$ cat config.mk
export PLATFORM = sky130hd
export DESIGN_NAME = skt_cell
export DESIGN_NICKNAME = d
export VERILOG_FILES = /design/src/hw/rtl/skt_pkg.sv /design/src/hw/rtl/skt_cell.sv
export SDC_FILE = /design/constraint.sdc
export NUM_CORES = 1
export LEC_CHECK = 0
export BUFFER_PORTS_ARGS = -buffer_cell sky130_fd_sc_hd__buf_2
export CORE_AREA = 2 2 234 236
export DETAILED_ROUTE_END_ITERATION = 10
export DIE_AREA = 0 0 236 238
export PLACE_DENSITY = 0.36
export SLEW_MARGIN = 30
export SYNTH_ARGS = -nofsm -noshare
export SYNTH_HDL_FRONTEND = slang
export SYNTH_SLANG_ARGS = --single-unit
$ cat constraint.sdc
create_clock -name clk -period 9.23 [get_ports clk]
set_clock_uncertainty 0.2 [all_clocks]
set_input_delay 0.923 -clock clk [delete_from_list [all_inputs] [get_ports clk]]
set_output_delay 0.923 -clock clk [all_outputs]
set_load 0.1 [all_outputs]
$ cat src/hw/rtl/skt_pkg.sv
// ----------------------------------------------------------------------------
// skt_pkg: shared types for the sorted keyed table
// Entry layout, cell command codes, result status codes and request codes.
// ----------------------------------------------------------------------------
package skt_pkg;

	localparam int KEY_W    = 32;
	localparam int STAMP_W  = 32;
	localparam int DATA_W   = 64;
	localparam int STATUS_W = 3;
	localparam int SLOT_W   = 8;
	localparam int COUNT_W  = 9;

	// request type codes
	localparam logic REQ_UPSERT = 1'b0;
	localparam logic REQ_REMOVE = 1'b1;

	// one table entry as held in a cell
	typedef struct packed {
		logic [KEY_W-1:0]   key;
		logic [STAMP_W-1:0] stamp;
		logic [DATA_W-1:0]  data;
	} skt_entry_t;

	// command broadcast to every cell in the apply cycle
	typedef enum logic [1:0] {
		CMD_NONE,
		CMD_INSERT,
		CMD_UPDATE,
		CMD_REMOVE
	} skt_cmd_t;

	// result status codes
	typedef enum logic [STATUS_W-1:0] {
		ST_INSERTED  = 3'd0,
		ST_UPDATED   = 3'd1,
		ST_STALE     = 3'd2,
		ST_REMOVED   = 3'd3,
		ST_NOT_FOUND = 3'd4,
		ST_FULL      = 3'd5
	} skt_status_t;

	// per-cell search outcome
	typedef struct packed {
		logic sel;    // first slot with key >= request key (or first empty slot)
		logic hit;    // selected slot holds the request key
		logic newer;  // request stamp is newer than the stored one at a hit
	} skt_flag_t;

endpackage

$ cat src/hw/rtl/skt_cell.sv
// ----------------------------------------------------------------------------
// skt_cell: one slot of the sorted table
// Holds one entry, compares it against the incoming key, and on command
// takes the entry of its left or right neighbor, the new entry, or new data.
// ----------------------------------------------------------------------------
module skt_cell import skt_pkg::*; #(
	parameter int CW  = 9,
	parameter int IDX = 0
) (
	input  logic               clk,
	input  logic               cmp_en,
	input  logic [KEY_W-1:0]   cmp_key,
	input  logic [STAMP_W-1:0] cmp_stamp,
	input  logic [CW-1:0]      fill,
	input  logic               prev_ge,
	input  skt_entry_t         prev_entry,
	input  skt_entry_t         next_entry,
	input  skt_cmd_t           cmd,
	input  skt_entry_t         wr_entry,
	output logic               ge,
	output skt_flag_t          flag,
	output skt_entry_t         entry
);

	skt_entry_t entry_q;
	logic       ge_s1;
	logic       eq_s1;
	logic       newer_s1;
	logic       occ;
	logic       sel;

	assign occ = CW'(IDX) < fill;

	// compare stage: empty slots count as ">= key" so the boundary lands on
	// the first free slot when every stored key is smaller
	always_ff @(posedge clk) begin
		if (cmp_en) begin
			ge_s1    <= !occ || (entry_q.key >= cmp_key);
			eq_s1    <= occ && (entry_q.key == cmp_key);
			newer_s1 <= cmp_stamp > entry_q.stamp;
		end
	end

	// boundary of the thermometer code
	assign sel = ge_s1 && !prev_ge;

	assign ge         = ge_s1;
	assign flag.sel   = sel;
	assign flag.hit   = sel && eq_s1;
	assign flag.newer = sel && eq_s1 && newer_s1;
	assign entry      = entry_q;

	// apply stage: shift, insert or update
	always_ff @(posedge clk) begin
		unique case (cmd)
			CMD_INSERT: begin
				if (sel) begin
					entry_q <= wr_entry;
				end else if (ge_s1) begin
					entry_q <= prev_entry;
				end
			end
			CMD_UPDATE: begin
				if (sel) begin
					entry_q.stamp <= wr_entry.stamp;
					entry_q.data  <= wr_entry.data;
				end
			end
			CMD_REMOVE: begin
				if (ge_s1) begin
					entry_q <= next_entry;
				end
			end
			CMD_NONE: begin
			end
			default: begin
			end
		endcase
	end

endmodule

== After elaboration in Yosys (flattened, before gate mapping) ==
Index checks and enable logic that the tools add are counted.
Cells by class
  order comparisons: 3
  equality and inequality tests: 7
  muxes and demuxes: 6
  reduce and logical (&&, ||, !) cells: 11
Operators by type and width (number)
  two-way mux 128 bit: 3
  case mux 96 bit (3 select lines): 1
  two-way mux 96 bit: 1
  case mux 32 bit (2 select lines): 1
  equality test 32 bit: 1
  >= comparator 32 bit: 1
  > comparator 32 bit: 1
  < comparator 1 x 9 -> 1 bit (first input constant): 1
  equality test 2 bit (second input constant): 2
  logical AND 1 bit: 4
  != test 2 bit (second input constant): 2
  AND reduction 4 bit: 1
  != test 3 bit (second input constant): 1
  AND reduction 3 bit: 1
  nonzero test 3 bit: 1
  equality test 2 x 1 -> 1 bit (second input constant): 1
  zero test 1 bit: 2
  nonzero test 2 bit: 1
  logical OR 1 bit: 1
Storage, ports and cells
  register bits after elaboration: 131
  output and inout port bits: 132

== Longest topological paths before layout ==
  word-level depth: 4
  gate-level depth with buffers: 7
  gate-level depth less buffers: 7

== Worst setup path after synthesis ==
Ideal clock, no wire load.
  kind: input port to flip-flop
  start: input cmd[0]
  end: register entry_q, in the netlist entry[0] (enable)
  setup time: 0.453 ns
  data arrival time: 4.175 ns
  required time: 8.577 ns
  path slack: 4.402 ns
  cell stages on the path: 4
  buffers on the path: 2
  cells stage by stage: buf_2 -> buf_2 -> and2_1 -> a21o_1
Between the ends
  word-level cells in the longest chain between the ends: 3
Ends and longest elaborated chain
  start: declaration: RTL line skt_cell.sv:18  | input skt_cmd_t cmd,
  equality test 2 x 1 -> 1 bit / equality test 2 bit (equally long branches): RTL line skt_cell.sv:55  | unique case (cmd)
  != test 3 bit (no source line), or another cell as far along
  AND reduction 4 bit (no source line) (*)
  end signal: assignment: RTL line skt_cell.sv:58  | entry_q <= wr_entry;
  end signal: assignment: RTL line skt_cell.sv:60  | entry_q <= prev_entry;
  end signal: assignment: RTL line skt_cell.sv:71  | entry_q <= next_entry;
  end: declaration: RTL line skt_cell.sv:25  | skt_entry_t entry_q;
Mark *: on every way between the ends. The rest lies on a longest branch, timed or not.
A chain may end at the register's enable or synchronous reset.

==> out/qor.csv <==
stage;metric;value;unit
clock_network;h-tree-depth;4;
critical_path;r2r-end;entry[77];
critical_path;r2r-start;ge;
sta;fin_crit_sh;43.88;%
critical_path;ff2ff_setup_slack;6.09;ns
yosys;synth.distinct_cells;38;
sta;finalCriticalPeriod;4.051;ns
critical_path;crit_chain;buf_2 -> nor2b_4 -> buf_4 -> and3_1 -> buf_2;
critical_path;crit_start;prev_ge;
yosys;synthMuxAreaShare;13.77;%
route;routedWlPerCell;19.78;µm
cells_and_area;fin_nets;1989;
sta;slew_viol_final;0;
critical_path;path_depth;5;
cells_and_area;multiInputGateArea;4820;µm²
critical_path;cp.arrival;2.93;ns
die;core;53500;µm²
route;avgViaCountPerCell;4.240;
cells_and_area;fill_cells;5913;
pwr;p_total;2.172;mW
placement;dpl.hpwl;34960;µm
yosys;yosysSeqAreaShare;42.28;%
global_route;grt_usage;15.17;%
sta;setup_viol;0;
yosys;ys_ff_latch;131;
yosys;synth_simple_gate_area_share;11.20;%
yosys;syn-num-nets;1435;
pwr;p_per_area;161.3;nW/µm²
global_route;grt_pass1_vias;9506;
worst_hold_path;hold_start;cmp_en;
critical_path;reg2reg_depth;3;
flow_run;maxCapViolCount;0;
cells_and_area;ff_latch_area;3934;µm²
global_route;grt_max_degree;111;
die;die_x;236;µm
clock_network;clock-sinks;131;
clock_network;tritoncts;yes;
clock_network;root_buffer;clkbuf_16;
sta;worst_slew_pin_slew;0.9350;ns
placement;port_buffers;593;
clock_network;clk_pin_slew;0.06;ns
die;rows;85;
sta;finalWorstSetupSlack;5.179;ns
die;die_y;238;µm
cells_and_area;area_delta_synth_final;44.72;%
yosys;yosys.area_share.adder;8.606;%
critical_path;critPathBufInv;3;
cells_and_area;drive_gt1_share;42.78;%
critical_path;cp.required;8.11;ns
global_route;antenna_found_initial;22;
sta;finalHoldViolations;0;
worst_hold_path;min_path_type;input pin to flop;
yosys;avgSynthCellArea;10.24;µm²
critical_path;end_kind;output pin;
global_route;grt_pass1_wl;61420;µm
critical_path;crit_end;flag[0];
pwr;ir_drop;134.4;µV
sta;rsz0062_at_grt;no;
clock_network;cts_resized;0;
critical_path;path_class;input pin to output pin;
yosys;synth_cells;909;
route;drtIter0Drc;280;
outcome;status;finished, final reports clean;
clock_network;postCtsHoldBufs;0;
yosys;syn_area;9305;µm²
clock_network;cts_made_buffers;17;
critical_path;cp_top_family;buffers and inverters;
route;vias;9217;
pwr;p_leak;6.218;nW
critical_path;path_max_fanout;55;
die;die-area;56170;µm²
route;ant_nets;0;
sta;fmax;246.9;MHz
critical_path;start_kind;input pin;
yosys;yosysWarningCount;0;
placement;gp_congestion;0.8513;
sta;finalSetupTns;0;ns
sta;slew_headroom;37.67;%
route;post-route-drc-count;0;
critical_path;critPathMaxStageDelay;0.60;ns
yosys;synth_top_family_by_area;compound AO/OA/AOI/OAI gates;
route;first_pass_iters;4;
yosys;yosys.area_share.xor_xnor;0;%
die;ios;594;
critical_path;path_common_cell;buf_2;
clock_network;cts_buffer_depth;2;
critical_path;slowest_stage;buf_4;
placement;pre_cts_ws;5.128;ns
clock_network;worstSkewPairLatency;0.48;ns
clock_network;post_cts.repair.setup_buffers;0;
die;start_util;17.39;%
yosys;synth-compound-area-share;17.98;%
global_route;overflow;0;
route;wl;43000;µm
==> how the worst min path moves through the flow <==
stage	cells after the start	to	slack (ns)
floorplan	0	eq_s1	0.84
global placement	3	ge	0.66
detailed placement	3	ge	0.66
CTS	3	entry[97]	0.46
global route	1	newer_s1	0.49
finish	1	newer_s1	0.51
==> sequential cells by signal, summed over array words and instances (netlist names) <==
| name | cells |
|---|---|
| entry | 128 |
| eq_s1 | 1 |
| ge | 1 |
| newer_s1 | 1 |
==> cell usage in the layout (no fill, tap or decap), drive strengths merged, types with 2 or more instances in the layout <==
cell type and n:
o31ai 2, clkinv 6, nor2 6, nor2b 98, a211oi 96, nand3 11
bufinv 2, and4 3, a21boi 3, nand4 11, a21o 10, diode 3
buf 601, a221oi 2, and2 5, clkbuf 23, o21ai 35, mux2i 128
a21oi 117, inv 64, ha 64, a221o 2, edfxtp 131, nand2 41
and3 3, nor4 4
==> cell families after synthesis <==
family / Yosys count
adder cells (fa/ha/maj): 64
AO/OA/AOI/OAI: 272
buffers and inverters: 130
multiplexers: 128
AND/OR/NAND/NOR: 184
flip-flops: 131
==> cell type report <==
class / count / area share (%)
sequential: 131 / 29.21
timing repair buffer: 601 / 22.73
multi-input combinational: 648 / 35.79
clock buffer: 23 / 3.326
clock inverter: 8 / 0.6411
tap: 696 / 6.467
antenna: 3 / 0.05575
inverter: 64 / 1.784
==> Yosys cell counts (all sizes together) <==
| cell type | count | share of area [%] |
|---|---|---|
| a21o | 10 | 0.81 |
| nand3 | 11 | 0.59 |
| mux2i | 128 | 14 |
| nand4 | 11 | 0.81 |
| inv | 64 | 2.6 |
| and2 | 5 | 0.34 |
| o31ai | 2 | 0.16 |
| o2111ai | 1 | 0.094 |
| a221o | 2 | 0.22 |
| edfxtp | 131 | 42 |
| a31oi | 1 | 0.067 |
| nor2b | 98 | 6.6 |
| nand2b | 1 | 0.067 |
| ha | 64 | 8.6 |
| a221oi | 2 | 0.19 |
| nor4 | 4 | 0.34 |
| clkbuf | 29 | 1.2 |
| a21boi | 3 | 0.24 |
| nor2 | 6 | 0.24 |
| nor3 | 1 | 0.054 |
| a211oi | 96 | 7.7 |
| and3 | 3 | 0.22 |
| nand2 | 41 | 1.7 |
| a2111oi | 1 | 0.094 |
| a21oi | 117 | 6.3 |
| o21ai | 35 | 1.9 |
| a211o | 1 | 0.094 |
| o311ai | 1 | 0.094 |
| and4 | 3 | 0.28 |
| buf | 37 | 2.4 |
==> per-stage QoR <==
step | utilization, % | instance area [µm²] | cells | hold slack [ns]
global route | 25.17 | 13470 | 2174 | 0.4866
detailed placement | 24.16 | 12920 | 2140 | 0.6646
global placement | 24.10 | 12890 | 2139 | 0.6631
floorplan | - | 9305 | 909 | 0.8355
finish | 25.17 | 13470 | 2174 | 0.5128
CTS | 25.16 | 13460 | 2171 | 0.4555
==> worst reg2reg max path: stages, from the launching register on <==
cell	delay (ns)
edfxtp_1	0.43
and2_2	0.77
a21o_4	0.62
buf_4	0.68
==> where the power goes <==
| group | switching (mW) | internal, mW | total, mW | leakage [nW] |
|---|---|---|---|---|
| sequential | 0.0210 | 0.723 | 0.744 | 1.23 |
| clock | 0.282 | 0.390 | 0.672 | 0.261 |
| combinational | 0.552 | 0.204 | 0.756 | 4.72 |
| total | 0.855 | 1.32 | 2.17 | 6.22 |
==> metal layers <==
metal	track usage, %	up-vias	wire length [µm]
met5	0	-	126
met1	15.18	4227	15360
li1	-	4524	-
met2	27.38	380	21970
met3	6.860	66	4421
met4	5.983	20	1110
Note: power is estimated with default switching activity, not from simulation.
