[config.mk]
export PLATFORM = sky130hd
export DESIGN_NAME = skt_encode
export DESIGN_NICKNAME = d
export VERILOG_FILES = /design/src/hw/rtl/skt_encode.sv
export SDC_FILE = /design/constraint.sdc
export NUM_CORES = 1
export LEC_CHECK = 0
export BUFFER_PORTS_ARGS = -buffer_cell sky130_fd_sc_hd__buf_4
export CAP_MARGIN = 20
export CORE_AREA = 4 4 99 101
export DETAILED_ROUTE_END_ITERATION = 8
export DIE_AREA = 0 0 103 105
export GPL_TIMING_DRIVEN = 0
export MAX_ROUTING_LAYER = met4
export PLACE_DENSITY = 0.57
export SLEW_MARGIN = 10
export SYNTH_ARGS = -nofsm -noshare
export SYNTH_HDL_FRONTEND = slang
export SYNTH_SLANG_ARGS = --single-unit
[constraint.sdc]
create_clock -name vclk -period 2.15
set_clock_uncertainty 0.1 [all_clocks]
set_input_delay 0.645 -clock vclk [all_inputs]
set_output_delay 0.645 -clock vclk [all_outputs]
set_load 0.01 [all_outputs]
[src/hw/rtl/skt_encode.sv]
// ----------------------------------------------------------------------------
// skt_encode: one-hot to binary encoder
// ORs the index of every set bit; the input has at most one bit set.
// ----------------------------------------------------------------------------
module skt_encode #(
	parameter int N = 256,
	parameter int W = 8
) (
	input  logic [N-1:0] onehot,
	output logic [W-1:0] index
);

	always_comb begin
		index = '0;
		for (int i = 0; i < N; i++) begin
			if (onehot[i]) begin
				index = index | W'(i);
			end
		end
	end

endmodule

# Word level (Yosys, flattened, before mapping)
# Cells that the tools add are included.
op_classes:
  n_mux: 255
op_table:
  columns: ["operator", "count"]
  rows:
  - ["two-way mux 8 bit", 128]
  - ["two-way mux 7 bit", 64]
  - ["two-way mux 6 bit", 32]
  - ["two-way mux 5 bit", 16]
  - ["two-way mux 4 bit", 8]
  - ["two-way mux 3 bit", 4]
  - ["two-way mux 2 bit", 2]
  - ["two-way mux 1 bit", 1]
word_totals:
  inputBits: 256
  ff_bits: 0
  word_cells: 255
  output_inout_bits: 8

# Longest topological paths before layout
# Gate-level depths: netlist (run 1).
logic_depth:
  depth_word: 255
  ltp_mapped: 4
  mapped_depth_nobuf: 4

# Least setup slack after synthesis (run 1)
# Ideal clock, no wire load.
synth_timing:
  path_type: "input to output"
  startpoint: "in onehot[177]"
  endpoint: "out index[0]"
  path_slack_ns: -0.213
  t_required_ns: 1.405
  arrival_time_ns: 1.618
  n_path_buf: 0
  cell_stages: 4
  path_cell_list: "nor4_1 -> nand4_1 -> nor4_2 -> nand4_1"
synth_via:
  elab_chain_len: 79
synth_rtl:
  columns: ["item", "line_no", "text"]
  rows:
  - ["from (decl)", "9", "input logic [N-1:0] onehot,"]
  - ["two-way mux 8 bit (79 in a row)", "16", "if (onehot[i]) begin"]
  - ["to (decl)", "10", "output logic [W-1:0] index"]
# No other way between the ends.

# Final worst setup path (run 1)
layout_timing:
  startpoint: "in onehot[220]"
  endpoint: "out index[7]"
layout_via:
  elab_chain_len: 36
layout_rtl:
  columns: ["item", "line_no"]
  rows:
  - ["two-way mux 8 bit (36 in a row)", "16"]
# No other way between the ends.

==> impl_metrics.yaml, run 1 <==
status:
  outcome: "finished with violations"
  violations: "setup timing"
routing:
  vias: 3315
  drtAntennaViolNets: 0
  drtIter0Drc: 170
  dr.pass1.iters: 4
  routed_wl_um: 15800
  drc: 0
  routedWlPerCell_um: 26.8
  via_per_inst: 5.61
worst_setup_path:
  cpMaxStageDelayCell: "nor4_2"
  crit_path_end_kind: "primary output"
  arrival_ns: 1.92
  startpoint_type: "input pin"
  cpPeakStageDelay_ns: 0.37
  path_depth: 6
  worstPathCellList: "buf_4 -> nor4_2 -> nand4_1 -> nor3_1 -> nand4_1 -> buf_4"
  path_delay_family: "simple AND/OR/NAND/NOR gates"
  path_class: "in -> out"
  cp_data_required_time_ns: 1.40
  cp_max_fo: 2
  critPathBufInv: 2
global_routing:
  grt_remaining_overflow: 0
  grt_usage_pct: 27.8
  grt_pass1_wl_um: 21600
  grt_pass1_vias: 3710
  grt_max_degree: 4
  grt_antenna_before_repair: 0
finish:
  utilization_pct: 51.2
  clock_buffer_count: 0
  drive_above_1_share_pct: 77.1
  fin_nets: 738
  area_growth_pct: 282
  final_area_um2: 4620
  diodes: 0
  seq_cells: 0
  seqCellArea_um2: 0
  final_cell_count_no_fill: 591
place:
  dp_hpwl_um: 14500
  placed_area_um2: 3650
  dp_cells: 579
  port_buffers: 263
  gp_congestion: 0.964
sta:
  relSlewSlack_pct: 63.8
  rsz0062_at_grt: "yes"
  drv_slew: 0
  clock.fmax_mhz: 376
  period_minus_slack_ns: 2.66
  worst_slack_ns: -0.512
  min_period_over_period_pct: 124
  setup_viol: 8
  worst_slew_pin_slew_ns: 0.538
  final-hold-violation-count: 0
  holdWs_ns: 1.53
run:
  max-cap-violations: 0
synthesis:
  yosysSeqAreaShare_pct: 0
  ys_warn_count: 0
  syn_avg_cell_area_um2: 5.90
  synthCells: 205
  syn_area_um2: 1210
  syn_nets: 461
  synth_cell_type_count: 8
floorplanning:
  start_util_pct: 13.4
  row_count: 35
  core_um2: 9020
  die_area_um2: 10800
  die_y_um: 105
  dieWidth_um: 103
  ios: 264
pwr:
  total_power_w: 0.000745
  p_leak_nw: 1.64
  power_density_nw_per_um2: 161
  vdd_ir_drop_max_uv: 110
worst_hold_path:
  holdPathStages: 4
  hold_class: "in -> out"
-- layer usage --
metal  up-vias  share of wire [%]  GRT usage [%]
met5         -                  0              -
met4         0                3.2           6.75
met3        30                7.4           4.14
met2       199                 52           48.9
met1      1584                 38           32.6
li1       1502                  -              -
-- through the flow --
| step | worst slack (ns) | setup TNS [ns] |
|---|---|---|
| floorplan | -0.111 | -0.533 |
| global placement | -0.730 | -5.42 |
| detailed placement | -0.751 | -5.43 |
| CTS | -0.541 | -3.81 |
| global route | -0.582 | -4.36 |
| finish | -0.512 | -3.73 |
-- power breakdown --
group	switching [W]	total (W)	internal [W]
clock network	0	0	0
logic	0.000340	0.000745	0.000405
registers	0	0	0
total	0.000340	0.000745	0.000405
-- layout by cell type (no fill, tap or decap), drive strengths merged --
cell	count
buf	275
nand2	10
nand3	17
nand4	30
nor2	13
nor3	15
nor4	120
-- tightest hold or removal path, stage by stage --
cell     delay (ns)
buf_4          0.10
nor4_2         0.04
nand3_1        0.09
buf_6          0.11
-- area by class of cell --
cell class,instances,area [um^2]
fillers,875,4400
well taps,111,139
repair buffers,275,2230
multi-input cells,205,2250
-- kinds of logic after synthesis --
family and share of synthesized area, %:
and+or+nand+nor 100
-- cell usage after synthesis --
master / number / area share (%)
nor4_1: 117 / 61
nand4_1: 30 / 16
nand3_1: 16 / 6.6
nor3_1: 15 / 6.2
nor2_1: 13 / 4.0
nand2_1: 10 / 3.1
nor4_2: 3 / 3.1
nand3_2: 1 / 0.83
-- what timing repair did --
item,in CTS,in global routing
endpoints found under the hold margin,0,0
setup endpoints to repair,8,8
hold buffers,0,0
pin swaps,37,27
gates resized for setup,102,42
buffers inserted,8,4
-- worst paths after layout --
path / from / to / slack (ns)
worst min-delay path: onehot[112] / index[6] / 1.53
worst max-delay path: onehot[220] / index[7] / -0.51
(Power assumes the default switching activity.)
==> run 2, diff against run 1 <==
- CORE_AREA: 4 4 99 101 -> 2 2 103 105
- DIE_AREA: 0 0 103 105 -> 0 0 105 107
- PLACE_DENSITY: 0.57 -> 0.52
==> run 2 against run 1 <==
  * The flow still finishes with violations (setup timing)
  * First-iteration DRC count increased by 11%
  * Sequential cell count unchanged
  * Wire length increased by 1.6%
  * Count of clock-buffer cells in the layout unchanged
  * Final cell count increased by 3.2%
  * Total power decreased by 6.1%
  * Combinational power decreased by 6.0%
  * Largest cell class is now non-clock buffers
  * Largest power group unchanged
==> impl_metrics.yaml, run 2 (synthesis gave the netlist of run 1 again) <==
floorplanning:
  die_area_um2: 11200
  ios: 264
  core_um2: 10100
  row_count: 37
  die_y_um: 107
  start_util_pct: 12.0
  dieWidth_um: 105
sta:
  rsz0062_at_grt: "yes"
  relSlewSlack_pct: 64.9
  worst_slew_pin_slew_ns: 0.521
  drv_slew: 0
  setup_viol: 8
  final-hold-violation-count: 0
  worst_slack_ns: -0.637
  min_period_over_period_pct: 130
  clock.fmax_mhz: 359
  period_minus_slack_ns: 2.79
worst_setup_path:
  crit_path_end_kind: "primary output"
  arrival_ns: 2.04
  cp_common_cell: "buf_6"
  startpoint_type: "input pin"
  cpMaxStageDelayCell: "nor4_2"
  cp_max_fo: 2
  cpPeakStageDelay_ns: 0.38
  path_class: "in -> out"
  worstPathCellList: "buf_6 -> nor4_4 -> nand4_1 -> nor4_2 -> nand3_1 -> buf_6"
  cp_data_required_time_ns: 1.40
run:
  max-cap-violations: 0
place:
  gp_congestion: 0.951
  port_buffers: 263
  dp_hpwl_um: 14700
  dp_cells: 604
finish:
  clock_buffer_count: 0
  mostFrequentLayoutCells: "buf_4, nor4_1, nor4_4"
  fin_nets: 732
  final_cell_count_no_fill: 610
  multi_input_area_um2: 2080
  layout_commonest_cell: "buf_4"
  seqCellArea_um2: 0
  diodes: 0
  drive_above_1_share_pct: 73.8
  seq_cells: 0
  n_fill_cell: 1041
  area_growth_pct: 261
  utilization_pct: 43.2
routing:
  vias: 3283
  drtAntennaViolNets: 0
  routed_wl_um: 16100
  via_per_inst: 5.38
  drtIter0Drc: 189
  dr.pass1.iters: 5
  routedWlPerCell_um: 26.4
  drc: 0
worst_hold_path:
  hold_class: "in -> out"
  holdPathStages: 4
  holdPathEnd: "index[0]"
  hp-start: "onehot[129]"
pwr:
  power_density_nw_per_um2: 161
  total_power_w: 0.000700
  vdd_ir_drop_max_uv: 66.1
  p_leak_nw: 1.54
global_routing:
  grt_pass1_wl_um: 22400
  grt_usage_pct: 27.7
  grt_max_degree: 4
  grt_antenna_before_repair: 0
  grt_pass1_vias: 3535
  grt_remaining_overflow: 0
status:
  violations: "setup timing"
  outcome: "finished with violations"
clock_network:
  postCtsHoldBufs: 0
==> run 2: stage by stage <==
| step | hold slack, ns | cell area (um^2) | setup slack (ns) | setup TNS (ns) |
|---|---|---|---|---|
| global route | 1.54 | 4360 | -0.680 | -4.61 |
| global placement | 1.50 | 3680 | -0.932 | -5.97 |
| CTS | 1.50 | 4100 | -0.597 | -4.08 |
| floorplan | 1.33 | 1540 | -0.111 | -0.533 |
| detailed placement | 1.50 | 3680 | -0.887 | -5.88 |
| finish | 1.53 | 4360 | -0.637 | -4.21 |
==> run 2: worst max-delay path by stage <==
| stage | start | endpoint | slack, ns | cells after the start |
|---|---|---|---|---|
| floorplan | onehot[248] | index[7] | -0.11 | 4 |
| global placement | onehot[74] | index[6] | -0.93 | 6 |
| detailed placement | onehot[74] | index[6] | -0.89 | 6 |
| CTS | onehot[238] | index[5] | -0.60 | 6 |
| global route | onehot[239] | index[5] | -0.68 | 6 |
| finish | onehot[247] | index[5] | -0.64 | 6 |
==> run 2: power breakdown <==
part	total [W]	leakage (nW)	switching, W	internal (W)
Clock	0	0	0	0
Combinational	0.000700	1.54	0.000318	0.000382
Sequential	0	0	0	0
Total	0.000700	1.54	0.000318	0.000382
==> run 2: metal layers <==
metal	global-route usage (%)	part of all wire (%)	up-vias
met5	-	0	-
met4	6.29	2.5	0
met3	4.62	7.1	22
met2	50.6	53	174
met1	31.7	38	1588
li1	-	-	1499
==> run 2: cell type report <==
type / count / share of cell area, %
repair buffers: 269 / 48.3
multi-input cells: 205 / 47.8
well taps: 136 / 3.90
==> run 2: repair_timing <==
item | CTS | global route
resized for setup | 60 | 39
pin swaps | 13 | 23
gates cloned | 0 | 0
buffers inserted | 2 | 4
endpoints found under the setup margin | 8 | 8
==> run 2: worst max-delay path: cells and delay by family <==
| family | cells | cell delay [ns] |
|---|---|---|
| AND/OR/NAND/NOR | 4 | 1.11 |
| buffers and inverters | 2 | 0.28 |
==> run 3, diff against run 2 <==
- PLACE_DENSITY: 0.52 -> 0.51
- clock period: 2.15 -> 2.8 ns (I/O delays scaled with it)
==> run 3 against run 2 <==
  * The flow still finishes with violations (setup timing)
  * Combinational power is 23% lower
  * Critical endpoint is now index[0]
  * Final area is 1.4% higher
  * Core utilization is 0.61 points higher
  * Wire length is 3.9% lower
  * Global-route usage is 0.96 points lower
  * Critical path type unchanged
  * Setup slack better by 0.34 ns
  * Die area stayed put
==> impl_metrics.yaml, run 3 (synthesis gave the netlist of run 1 again) <==
finish:
  utilization_pct: 43.8
  layout_commonest_cell: "buf_4"
  n_fill_cell: 1037
  final_cell_count_no_fill: 612
  mostFrequentLayoutCells: "buf_4, nor4_4, nor4_1"
  clock_buffer_count: 0
  seqCellArea_um2: 0
  area_growth_pct: 266
  diodes: 0
  seq_cells: 0
  fin_nets: 734
  drive_above_1_share_pct: 75.0
worst_setup_path:
  cp_max_fo: 2
  cpPeakStageDelay_ns: 0.36
  path_delay_family: "simple AND/OR/NAND/NOR gates"
  worstPathCellList: "buf_8 -> nor4_4 -> nand4_1 -> nor4_4 -> nand4_1 -> buf_4"
  cpMaxStageDelayCell: "nor4_4"
  startpoint_type: "input pin"
  critPathBufInv: 2
  path_class: "in -> out"
  cp_data_required_time_ns: 1.86
  arrival_ns: 2.16
  crit_path_end_kind: "primary output"
floorplanning:
  core_um2: 10100
  ios: 264
  die_y_um: 107
  die_area_um2: 11200
  start_util_pct: 12.0
  row_count: 37
  dieWidth_um: 105
routing:
  dr.pass1.iters: 4
  routed_wl_um: 15500
  via_per_inst: 5.31
  routedWlPerCell_um: 25.3
  vias: 3250
  drtAntennaViolNets: 0
  drc: 0
  drtIter0Drc: 119
pwr:
  p_int_w: 0.000296
  total_power_w: 0.000537
  switchingPower_w: 0.000241
  p_comb_share_pct: 100.0
  power_density_nw_per_um2: 121
  p_clk_share_pct: 0
  p_leak_nw: 1.59
  vdd_ir_drop_max_uv: 64.2
  p_sw_share_pct: 44.8
  p_seq_share_pct: 0
global_routing:
  grt_pass1_wl_um: 22000
  grt_usage_pct: 26.7
  grt_remaining_overflow: 0
  grt_max_degree: 4
  grt_pass1_vias: 3594
  grt_antenna_before_repair: 0
sta:
  final-hold-violation-count: 0
  period_minus_slack_ns: 3.10
  worst_slack_ns: -0.300
  clock.fmax_mhz: 323
  min_period_over_period_pct: 111
  worst_slew_pin_slew_ns: 0.493
  setup_viol: 8
  rsz0062_at_grt: "yes"
  drv_slew: 0
  relSlewSlack_pct: 66.9
place:
  port_buffers: 263
  dp_hpwl_um: 13800
  dp_cells: 604
  place_ws_ns: -0.685
  gp_congestion: 0.977
worst_hold_path:
  holdPathEnd: "index[7]"
  hp-start: "onehot[129]"
  hold_class: "in -> out"
  holdPathStages: 4
run:
  max-cap-violations: 0
status:
  outcome: "finished with violations"
  violations: "setup timing"
run 3: cell types whose count changed in the layout (fill, tap and decap cells not counted), sizes merged:
| cell | delta |
|---|---|
| buf | +2 |
run 3: per-layer routing:
layer	share of wire, %	wire length [um]	up-vias	GRT usage (%)
met5	0	0	-	-
met4	2.3	359	0	4.86
met3	6.4	985	20	4.01
met2	53	8170	164	50.0
met1	38	5940	1564	30.4
li1	-	-	1502	-
run 3: power groups by stage:
stage,sequential (W),clock [W],combinational [W]
final,0,0,0.000537
after global routing,0,0,0.000564
after CTS,0,0,0.000518
after detailed placement,0,0,0.000405
after global placement,0,0,0.000402
after floorplan,0,0,0.0000386
run 3: worst max path at each step:
stage / slack, ns / depth (start not counted) / from / endpoint
after floorplan: 0.05 / 4 / onehot[177] / index[0]
after global placement: -0.68 / 6 / onehot[86] / index[1]
after detailed placement: -0.69 / 6 / onehot[71] / index[1]
after CTS: -0.28 / 6 / onehot[66] / index[1]
after global routing: -0.41 / 6 / onehot[63] / index[0]
final: -0.30 / 6 / onehot[63] / index[0]
run 3: per-stage QoR:
stage                     instance area [um^2]  hold WS [ns]  TNS [ns]
after global placement                    3350          1.91     -4.86
after floorplan                           1210          1.71         0
after global routing                      4420          1.95     -2.76
after CTS                                 4230          1.92     -1.99
final                                     4420          1.93     -2.09
after detailed placement                  3350          1.91     -4.94
run 3: cell type report:
type / instances / area [um^2] / share of cell area [%]
timing repair buffer: 271 / 2150 / 48.6
multi-input combinational: 205 / 2100 / 47.5
tap: 136 / 170 / 3.85
run 3: repair_timing:
| action | 4_1_cts | 5_1_grt |
|---|---|---|
| setup buffers | 5 | 3 |
| pin swaps | 35 | 16 |
| setup endpoints to repair | 8 | 8 |
| resized for setup | 130 | 28 |
| hold buffers | 0 | 0 |
| hold endpoints to repair | 0 | 0 |
